## src/rtl/ibmf_pkg.sv

```systemverilog
`timescale 1ns / 1ps
// Package for the IBM / IEEE single float converter.
// Shared constants, result type and leading-zero count; no dependencies.
package ibmf_pkg;

   localparam int WORD_W = 32;
   localparam int FRAC_W = 24;
   localparam int LZ_W   = 5;
   localparam int EXP_W  = 10;     // signed IEEE exponent before range check

   localparam logic [WORD_W-1:0] MAX_FINITE = 32'h7f7f_ffff;
   localparam logic [EXP_W-1:0]  IBM_BIAS   = 10'd130;
   localparam logic [EXP_W-1:0]  EXP_MAX    = 10'd254;
   localparam logic [7:0]        IBM_EXP_OFFSET = 8'd32;

   localparam logic [1:0] STATUS_NORMAL    = 2'd0;
   localparam logic [1:0] STATUS_OVERFLOW  = 2'd1;
   localparam logic [1:0] STATUS_UNDERFLOW = 2'd2;

   localparam logic DIR_IBM_TO_IEEE = 1'b0;
   localparam logic DIR_IEEE_TO_IBM = 1'b1;

   localparam logic REG_DIRECTION = 1'b0;   // word index of the direction register

   typedef struct packed {
      logic [WORD_W-1:0] converted_word;
      logic [1:0]        range_status;
      logic              zero_fraction_flag;
      logic              last_out;
   } result_type;

   // Leading zeros of a nonzero 24-bit fraction.
   function automatic logic [LZ_W-1:0] lead_zeros(input logic [FRAC_W-1:0] frac);
      logic [LZ_W-1:0] count;
      count = '0;
      for (int i = 0; i < FRAC_W; i++) begin
         if (frac[i]) begin
            count = LZ_W'(FRAC_W - 1 - i);
         end
      end
      return count;
   endfunction

endpackage

```

## src/rtl/ibmf_pipe.sv

```systemverilog
`timescale 1ns / 1ps
// Four-stage conversion pipeline: capture, leading-zero count, normalize, range/mux.
// Depends on ibmf_pkg.
module ibmf_pipe (
   input  logic                         clock,
   input  logic                         reset,
   input  logic                         advance,
   input  logic                         in_valid,
   input  logic [ibmf_pkg::WORD_W-1:0]  in_word,
   input  logic                         in_last,
   input  logic                         direction,
   output logic                         out_valid,
   output ibmf_pkg::result_type         out_result
);

   // stage 1: capture
   logic                        s1_valid_ff;
   logic [ibmf_pkg::WORD_W-1:0] s1_word_ff;
   logic                        s1_last_ff;
   logic                        s1_dir_ff;

   // stage 2: leading-zero count
   logic                        s2_valid_ff;
   logic [ibmf_pkg::WORD_W-1:0] s2_word_ff;
   logic                        s2_last_ff;
   logic                        s2_dir_ff;
   logic [ibmf_pkg::LZ_W-1:0]   s2_lz_ff;
   logic                        s2_zword_ff;
   logic                        s2_zfrac_ff;

   // stage 3: normalize
   logic                        s3_valid_ff;
   logic                        s3_sign_ff;
   logic                        s3_last_ff;
   logic                        s3_dir_ff;
   logic                        s3_zword_ff;
   logic                        s3_zfrac_ff;
   logic signed [ibmf_pkg::EXP_W-1:0] s3_exp_ff;
   logic [22:0]                 s3_frac_ff;
   logic [ibmf_pkg::WORD_W-1:0] s3_ibm_ff;

   // stage 4: output
   logic                        s4_valid_ff;
   ibmf_pkg::result_type        s4_result_ff;

   logic signed [ibmf_pkg::EXP_W-1:0] s3_exp_in;
   logic [ibmf_pkg::FRAC_W-1:0]       s3_norm_in;
   logic [ibmf_pkg::WORD_W-1:0]       s3_ibm_in;
   logic [8:0]                        ieee_u;
   logic [1:0]                        ieee_sh;
   logic [8:0]                        ieee_ua;
   logic [7:0]                        ibm_exp;
   logic [ibmf_pkg::FRAC_W-1:0]       ieee_frac;
   ibmf_pkg::result_type              s4_result_in;

   always_ff @(posedge clock) begin
      if (reset) begin
         s1_valid_ff <= 1'b0;
         s2_valid_ff <= 1'b0;
         s3_valid_ff <= 1'b0;
         s4_valid_ff <= 1'b0;
      end else if (advance) begin
         s1_valid_ff <= in_valid;
         s2_valid_ff <= s1_valid_ff;
         s3_valid_ff <= s2_valid_ff;
         s4_valid_ff <= s3_valid_ff;
      end
   end

   always_ff @(posedge clock) begin
      if (advance) begin
         s1_word_ff  <= in_word;
         s1_last_ff  <= in_last;
         s1_dir_ff   <= direction;

         s2_word_ff  <= s1_word_ff;
         s2_last_ff  <= s1_last_ff;
         s2_dir_ff   <= s1_dir_ff;
         s2_lz_ff    <= ibmf_pkg::lead_zeros(s1_word_ff[23:0]);
         s2_zword_ff <= (s1_word_ff == '0);
         s2_zfrac_ff <= (s1_word_ff[23:0] == '0);

         s3_sign_ff  <= s2_word_ff[31];
         s3_last_ff  <= s2_last_ff;
         s3_dir_ff   <= s2_dir_ff;
         s3_zword_ff <= s2_zword_ff;
         s3_zfrac_ff <= s2_zfrac_ff;
         s3_exp_ff   <= s3_exp_in;
         s3_frac_ff  <= s3_norm_in[22:0];
         s3_ibm_ff   <= s3_ibm_in;

         s4_result_ff <= s4_result_in;
      end
   end

   // IBM to IEEE: exponent 4E - 130 - lz, fraction shifted to its top bit
   always_comb begin
      s3_exp_in  = $signed({1'b0, s2_word_ff[30:24], 2'b00})
                   - $signed(ibmf_pkg::IBM_BIAS)
                   - $signed({5'b0, s2_lz_ff});
      s3_norm_in = s2_word_ff[23:0] << s2_lz_ff;
   end

   // IEEE to IBM: align exponent to a multiple of four
   always_comb begin
      ieee_u    = {1'b0, s2_word_ff[30:23]} + 9'd2;
      ieee_sh   = 2'd0 - ieee_u[1:0];
      ieee_ua   = ieee_u + {7'b0, ieee_sh};
      ibm_exp   = {1'b0, ieee_ua[8:2]} + ibmf_pkg::IBM_EXP_OFFSET;
      ieee_frac = {1'b1, s2_word_ff[22:0]} >> ieee_sh;
      if (s2_zword_ff) begin
         s3_ibm_in = '0;
      end else begin
         s3_ibm_in = {s2_word_ff[31], ibm_exp[6:0], ieee_frac};
      end
   end

   always_comb begin
      s4_result_in.last_out           = s3_last_ff;
      s4_result_in.zero_fraction_flag = 1'b0;
      s4_result_in.range_status       = ibmf_pkg::STATUS_NORMAL;
      s4_result_in.converted_word     = '0;
      if (s3_dir_ff == ibmf_pkg::DIR_IEEE_TO_IBM) begin
         s4_result_in.converted_word = s3_ibm_ff;
      end else if (s3_zword_ff) begin
         s4_result_in.converted_word = '0;
      end else if (s3_zfrac_ff) begin
         s4_result_in.zero_fraction_flag = 1'b1;
      end else if (s3_exp_ff > $signed(ibmf_pkg::EXP_MAX)) begin
         s4_result_in.range_status   = ibmf_pkg::STATUS_OVERFLOW;
         s4_result_in.converted_word = {s3_sign_ff, ibmf_pkg::MAX_FINITE[30:0]};
      end else if (s3_exp_ff <= 0) begin
         s4_result_in.range_status   = ibmf_pkg::STATUS_UNDERFLOW;
      end else begin
         s4_result_in.converted_word = {s3_sign_ff, s3_exp_ff[7:0], s3_frac_ff};
      end
   end

   assign out_valid  = s4_valid_ff;
   assign out_result = s4_result_ff;

endmodule

```

## src/rtl/ibm_ieee_float_converter_top.sv

```systemverilog
`timescale 1ns / 1ps
// Top level of the IBM hexadecimal / IEEE 754 single float converter.
// Holds the register port and output handshake; depends on ibmf_pkg and ibmf_pipe.
//
//   channel | ports        | beat contents
//   --------+--------------+------------------------------------------------
//   input   | req_t*       | tdata: sample_word; tlast: last_in
//   result  | rsp_t*       | tdata: converted_word, range_status, zero flag;
//           |              | tlast: last_out
//   control | csr_p*       | word 0: direction (0 IBM->IEEE, 1 IEEE->IBM)
//
// One beat enters per cycle while the result is not stalled; each beat passes
// through the four register stages (capture, leading-zero count, normalize, range check).
// Reset clears the stage valid bits and sets direction to IBM->IEEE.
// A stalled result freezes every stage; nothing is dropped or repeated.
module ibm_ieee_float_converter_top (
   input  logic        clock,
   input  logic        reset,

   input  logic        req_tvalid,
   output logic        req_tready,
   input  logic [31:0] req_tdata,     // [31:0] sample_word
   input  logic        req_tlast,

   output logic        rsp_tvalid,
   input  logic        rsp_tready,
   output logic [39:0] rsp_tdata,     // [31:0] converted_word, [33:32] range_status,
                                      // [34] zero_fraction_flag, [39:35] zero
   output logic        rsp_tlast,

   input  logic        csr_psel,
   input  logic        csr_penable,
   input  logic        csr_pwrite,
   input  logic [2:0]  csr_paddr,
   input  logic [31:0] csr_pwdata,
   output logic [31:0] csr_prdata,
   output logic        csr_pready
);

   logic                 direction_ff;
   logic                 advance;
   logic                 pipe_valid;
   ibmf_pkg::result_type pipe_result;

   assign csr_pready = 1'b1;

   always_ff @(posedge clock) begin
      if (reset) begin
         direction_ff <= ibmf_pkg::DIR_IBM_TO_IEEE;
      end else if (csr_psel && csr_penable && csr_pwrite && csr_pready
                   && csr_paddr[2] == ibmf_pkg::REG_DIRECTION) begin
         direction_ff <= csr_pwdata[0];
      end
   end

   always_comb begin
      csr_prdata = '0;
      if (csr_paddr[2] == ibmf_pkg::REG_DIRECTION) begin
         csr_prdata[0] = direction_ff;
      end
   end

   assign advance    = !pipe_valid || rsp_tready;
   assign req_tready = advance;

   ibmf_pipe u_pipe (
      .clock      (clock),
      .reset      (reset),
      .advance    (advance),
      .in_valid   (req_tvalid),
      .in_word    (req_tdata),
      .in_last    (req_tlast),
      .direction  (direction_ff),
      .out_valid  (pipe_valid),
      .out_result (pipe_result)
   );

   assign rsp_tvalid = pipe_valid;
   assign rsp_tdata  = {5'b0, pipe_result.zero_fraction_flag, pipe_result.range_status,
                        pipe_result.converted_word};
   assign rsp_tlast  = pipe_result.last_out;

   a_status_code: assert property (@(posedge clock) disable iff (reset)
      rsp_tvalid |-> (rsp_tdata[33:32] <= ibmf_pkg::STATUS_UNDERFLOW))
      else $error("range status out of range");

   a_zflag_clean: assert property (@(posedge clock) disable iff (reset)
      rsp_tvalid && rsp_tdata[34] |->
         (rsp_tdata[33:32] == ibmf_pkg::STATUS_NORMAL) && (rsp_tdata[31:0] == '0))
      else $error("zero fraction result not clean zero");

   a_overflow_sat: assert property (@(posedge clock) disable iff (reset)
      rsp_tvalid && rsp_tdata[33:32] == ibmf_pkg::STATUS_OVERFLOW |->
         rsp_tdata[30:0] == ibmf_pkg::MAX_FINITE[30:0])
      else $error("overflow result not saturated");

   a_underflow_zero: assert property (@(posedge clock) disable iff (reset)
      rsp_tvalid && rsp_tdata[33:32] == ibmf_pkg::STATUS_UNDERFLOW |->
         rsp_tdata[31:0] == '0)
      else $error("underflow result not flushed");

endmodule
```

## config.mk

```make
export PLATFORM = sky130hd
export DESIGN_NAME = ibm_ieee_float_converter_top
export DESIGN_NICKNAME = d
export VERILOG_FILES = /design/src/rtl/ibmf_pkg.sv /design/src/rtl/ibmf_pipe.sv /design/src/rtl/ibm_ieee_float_converter_top.sv
export SDC_FILE = /design/constraint.sdc
export NUM_CORES = 1
export LEC_CHECK = 0
export BUFFER_PORTS_ARGS = -buffer_cell sky130_fd_sc_hd__buf_4
export CAP_MARGIN = 25
export CORE_MARGIN = 2
export CORE_UTILIZATION = 36
export CTS_CLUSTER_DIAMETER = 150
export CTS_CLUSTER_SIZE = 14
export DETAILED_ROUTE_END_ITERATION = 8
export GPL_ROUTABILITY_DRIVEN = 0
export GPL_TIMING_DRIVEN = 0
export PLACE_DENSITY_LB_ADDON = 0.05
export SLEW_MARGIN = 30
export SYNTH_ARGS = -nofsm -noshare
export SYNTH_HDL_FRONTEND = slang
export SYNTH_SLANG_ARGS = --single-unit
```

## constraint.sdc

```tcl
create_clock -name clock -period 7.6 [get_ports clock]
set_input_delay 0 -clock clock [delete_from_list [all_inputs] [get_ports clock]]
set_output_delay 0 -clock clock [all_outputs]
set_load 0.005 [all_outputs]
```

Yosys cells after proc, flatten, opt, wreduce, memory -nomap -nowiden --
Index checks and enable logic that the tools add are counted.
Word-level totals: input port bits 75, register bits after elaboration 186, logic and storage cells 87, output and inout port bits 76
Operators by class: shift operators 2, multiplexer cells 31, magnitude comparators 2, reduce and logical (&&, ||, !) cells 14, bitwise gates (word level) 1, add/sub/neg operators 6
Operators with widths (count):
- 32-bit two-way mux | 3
- 34-bit two-way mux | 2
- 5-bit two-way mux | 8
- 32-bit logical NOT | 1
- 4-bit two-way mux | 8
- 24-bit logical NOT | 1
- 24-bit by 5-bit << shifter with 23-bit output | 1
- 24-bit by 2-bit >> shifter with 24-bit output | 1
- 16-bit OR reduction | 1
- 3-bit two-way mux | 4
- 10-bit by 9-bit > comparator with 1-bit output, second input constant | 1
- 10-bit by 1-bit less-or-equal comparator with 1-bit output, second input constant | 1
- 10-bit by 6-bit subtractor with 10-bit output | 1
- 9-bit by 8-bit subtractor with 10-bit output, second input constant | 1
- 8-bit by 2-bit adder with 9-bit output, second input constant | 1
- 9-bit by 2-bit adder with 9-bit output | 1
- 4-bit OR reduction | 2
- 8-bit OR reduction | 1
- 7-bit by 6-bit adder with 7-bit output, second input constant | 1
- 2-bit two-way mux | 3
- 2-bit OR reduction | 2
- 1-bit logical AND | 3
- 1-bit two-way mux | 3
- 3-bit OR reduction | 1
- 4 further kinds | 4

Depth between registers and ports, before layout --
depth after elaboration 23, mapped depth 11, gate-level depth less buffers 10

Modules after synthesis --
Synthesis repeated with hierarchy kept, for this count alone.
Second synthesis, totals: cell total of the unflattened synthesis 643, area total of the unflattened synthesis 9168.8 um^2
By module, submodules not included:
- ibmf_pipe | seq. area each 5515.3 um^2, times used 1, cells an instance 597, area each 8816.0 um^2
- ibm_ieee_float_converter_top | seq. area each 20.0 um^2, times used 1, cells an instance 46, area each 352.8 um^2

Worst setup path after synthesis --
No wires, ideal clock.
kind register to register, start point register u_pipe.s4_valid_ff (netlist: u_pipe.out_valid), end point register u_pipe.s1_valid_ff, path slack 1441 ps, cell stages (with the launch flop) 5, period minus slack after synthesis 6159 ps, path buffers 1, arrival 6025 ps, library setup time 134 ps, required time 7466 ps, cells stage by stage dfxtp_1 > nand2b_1 > clkbuf_1 > mux2i_1 > nor2_1
Between the ends: longest elaborated chain between the ends 2
RTL lines:
- start: declaration | RTL line ibmf_pipe.sv:43 | logic s4_valid_ff;
- start signal: assignment | RTL line ibmf_pipe.sv:66 | s4_valid_ff <= s3_valid_ff;
- 1-bit logical NOT | RTL line ibm_ieee_float_converter_top.sv:63 | assign advance = !pipe_valid || rsp_tready;
- 1-bit logical OR | RTL line ibm_ieee_float_converter_top.sv:63
- net req_tready | RTL line ibm_ieee_float_converter_top.sv:21 | output logic req_tready,
- end signal: assignment | RTL line ibmf_pipe.sv:63 | s1_valid_ff <= in_valid;
- end: declaration | RTL line ibmf_pipe.sv:17 | logic s1_valid_ff;
The timed path passes the listed nets, and every way through them passes these cells. A chain may end at the register's enable or synchronous reset.

Worst setup path in the final report --
start point register u_pipe.s2_word_ff[23] (netlist bit), end point register u_pipe.s3_ibm_ff[7] (netlist bit) (data pin)
Between the ends: longest elaborated chain between the ends 3
RTL lines:
- start: declaration | RTL line ibmf_pipe.sv:24 | logic [ibmf_pkg::WORD_W-1:0] s2_word_ff;
- start signal: assignment | RTL line ibmf_pipe.sv:76 | s2_word_ff <= s1_word_ff;
- 8-bit by 2-bit adder with 9-bit output | RTL line ibmf_pipe.sv:106 | ieee_u = {1'b0, s2_word_ff[30:23]} + 9'd2;
- 1-bit by 2-bit subtractor with 2-bit output | RTL line ibmf_pipe.sv:107 | ieee_sh = 2'd0 - ieee_u[1:0];
- 24-bit by 2-bit >> shifter with 24-bit output | RTL line ibmf_pipe.sv:110 | ieee_frac = {1'b1, s2_word_ff[22:0]} >> ieee_sh;
- end signal: assignment | RTL line ibmf_pipe.sv:90 | s3_ibm_ff <= s3_ibm_in;
- end: declaration | RTL line ibmf_pipe.sv:40 | logic [ibmf_pkg::WORD_W-1:0] s3_ibm_ff;
Every way passes these cells.

==> metrics.md <==
| Metric | Value |
|---|---|
| Area grow syn2layout | 24.00% |
| Ys Warns | 0 |
| Worst EP required | ~7.8 ns |
| Final setup TNS | 0 ns |
| Fin. Hold Viols | 0 |
| Largest net degree at the start of global routing | 54 |
| Peak Freq | between 200 and 300 MHz |
| Static Leak | approximately 0.0044 µW |
| Tmin final | about 3.7 ns |
| Setup WS post-layout | between 3 and 4 ns |
| Clock transition at the registers of the reported paths | around 0.07 ns |
| Num rows | 57 |
| Synth area leader | edfxtp_1 |
| FILL cells | roughly 2,200 |
| Top Ports | 151 |
| Routed len/inst | between 15 and 20 µm |
| Outcome | finished, final reports clean |
| Clock latency on the worst-skew pair | 0.42 ns |
| Residual DRC | 0 |
| Clock Path Buffers | 2 |
| CTS tree | yes |
| Fin crit share | about half |
| Antenna Violating Nets Remaining | 0 |
| Drt first pass iters | 4 |
| Die area | around 26,000 µm² |
| Post-CTS setup buffers | 0 |
| Top cell type's share of synthesized area | between 60% and 70% |
| Die Span Y | between 150 and 200 µm |
| # nets final | 903 |
| H-Tree Level Count | 4 |
| Ant diodes | 0 |
| Sequential Power Share | between 50 and 60% |
| First-pass GRT wire length | ~30,000 µm |
| GRT overflow | 0 |
| Crit Path Category | register to register |
| Clock power frac | between 30% and 40% |
| Distinct cells, synth | 57 |
| Hold crit path type | input pin to output port |
| Layout Skew | 0.006749 ns |
| Final Util | a little under half |
| Synth Register Bits | between 150 and 200 |
| Vias | around 5,600 |
| Proportion of layout cells with a drive suffix above 1 | 23.85% |
| Combinational power share | 16.4% |
| Max_cap viols | 0 |
| WL final | about 19,000 µm |
| CTS Sinks | ~190 |
| GRT Total Usage | between 10% and 20% |
| PwrDens | 237.3 nW/µm² |
| # port buffers | 80 |
| CP max FO | 10 |
| Via/cell ratio | a little under 5 |
| CTS root buf | clkbuf_16 |
| Mapped cell area | 8982 µm² |
| Die width | between 150 and 200 µm |
| Post-cts sizing count | 0 |
| Dpl hpwl | ~14,000 µm |
| Max-slew headroom | a little over half |
| Post-synth EDFFs | about 180 |
| Top cells by area, synth | edfxtp_1 (61%), mux4_2 (7.0%), a221o_1 (3.3%) |
| Mapped Avg Cell Area | about 14 µm² |
| WP data arrival | a little under 4 ns |
| DR iter-0 viols | about 310 |
| Slew @ Worst Pin | roughly 0.68 ns |
| CP Launch Type | register |
| Total CTS buffers | 17 |
| Total core area | roughly 24,000 µm² |
| Fin Hold WS | 0.2357 ns |
| Ys flop type | edfxtp_1 |
| Max VDD drop | approximately 140 µV |
| Number of setup violations in the final report | 0 |
| Cts hold-fix bufs | 36 |
| Net switching power | around 660 µW |
| Pins Over Slew Limit | 0 |
| RSZ-0062 raised after global routing | false |
| Post-Syn Instances | between 600 and 700 |
| CP Capture Type | register |
| Initial core utilization | a little under two fifths |
| Sequential share of the synthesized area | between 60% and 70% |
| Initial antenna violation count | 0 |
| Pre-CTS setup slack | around 3.9 ns |
| Number of global-route vias before repair | between 5,000 and 6,000 |
| Switch share | 24.93% |
| Pint | 1984 µW |
| Async set-reset flop share out of synthesis | 0% |
[registers in the layout, summed over array words and instances, names as in the netlist, 5 cells and up]
signal / count
u_pipe.s3_exp_ff: 10
u_pipe.s2_lz_ff: 5
u_pipe.s2_word_ff: 32
u_pipe.s3_ibm_ff: 32
u_pipe.s1_word_ff: 32
u_pipe.out_result: 36
u_pipe.s3_frac_ff: 23
[cell usage in the layout (no fill, tap or decap), types with 11 or more instances in the layout]
cell and instances:
edfxtp_1 181, buf_4 117, nor2_1 42, conb_1 37, dlygate4sd3_1 36, a221o_1 30
mux2i_1 28, mux4_2 28, inv_1 26, a211oi_1 25, and2_1 25, nand2_1 23
clkbuf_1 21, a21oi_1 19, clkbuf_16 17, ha_1 14, nor2b_1 13, o21ai_0 13
nand2b_1 11
[worst paths after layout]
| path | startpoint | end | slack (ns) | cells past startpoint |
|---|---|---|---|---|
| min | csr_paddr[2] | csr_prdata[0] | 0.24 | 3 |
| max | u_pipe.s2_word_ff[23] | u_pipe.s3_ibm_ff[7] | 3.92 | 9 |
| max reg2reg | u_pipe.s2_word_ff[23] | u_pipe.s3_ibm_ff[7] | 3.92 | 9 |
| min reg2reg | u_pipe.s2_last_ff | u_pipe.s3_last_ff | 0.42 | 0 |
[synthesized netlist by cell type, drive strengths merged (2+ instances only)]
master and n:
a211oi 25, edfxtp 181, a221o 30, xor2 5, o31ai 2, and3 4, buf 49, nor3b 3
o21a 3, nor2 42, o22ai 8, a2111oi 2, nand2b 11, nand4 3, a31oi 3, mux4 28
dfxtp 5, and2 25, conb 2, inv 26, o21ai 13, or4 2, nor2b 13, mux2 5
xnor2 9, a21oi 19, clkbuf 21, nand2 24, nand3 4, a211o 2, or3 2, nor4 9
mux2i 28, ha 14
[cells by family (layout without fill, tap and decap cells)]
| kind of cell | Yosys count | count (layout) | share of synthesized area [%] |
|---|---|---|---|
| xor gates and xnor gates | 14 | 14 | 1.365 |
| DFF | 186 | 186 | 61.62 |
| buffers and inverters | 97 | 249 | 5.711 |
| other | 2 | 37 | 0.08361 |
| adders and majority gates | 15 | 15 | 2.173 |
| and+or+nand+nor | 147 | 147 | 8.511 |
| AOI/OAI and AO/OA | 117 | 117 | 9.765 |
| muxes | 61 | 61 | 10.77 |
[power by group through the flow]
stage,combinational [µW],sequential (µW),clock (µW)
floorplan,252,1360,0
global route,477,1370,920
finish,433,1360,854
detailed placement,421,1380,0
CTS,436,1360,880
global placement,418,1380,0
[area by class of cell]
cell class                 count  area, µm²  area share, %
inverter                      27      101.3         0.9099
clock inverter                14      137.6          1.236
clock buffer                  18      429.2          3.853
timing repair buffer         120       1049          9.414
multi-input combinational    391       3065          27.52
buffer                        70      415.4          3.729
tap                          324      405.4          3.640
sequential                   186       5535          49.70
[metal layers]
layer / share of wire (%) / wire length (µm) / up-vias / global-route usage (%)
li1: - / - / 2747 / -
met1: 48 / 9024 / 2696 / 21.08
met2: 45 / 8431 / 166 / 22.28
met3: 4.4 / 820 / 28 / 2.349
met4: 2.1 / 398 / 0 / 5.632
met5: 0 / 0 / - / 0
[metrics by stage]
step                cells  cell area [µm²]  total power [µW]
finish               1150            11140              2643
global route         1150            11140              2768
CTS                  1150            11140              2672
detailed placement   1082            10210              1800
global placement     1078            10120              1797
floorplan             674             9114              1616
[critical path, cell delays in order, from the launching register on]
cell and delay (ns):
edfxtp_1 0.35, clkbuf_1 0.53, clkbuf_1 0.45, inv_1 0.16, ha_1 0.30, buf_2 0.26, buf_2 0.36, clkbuf_1 0.46
mux4_2 0.38, and2_1 0.18
No activity file was read; power rests on OpenSTA's default activity.
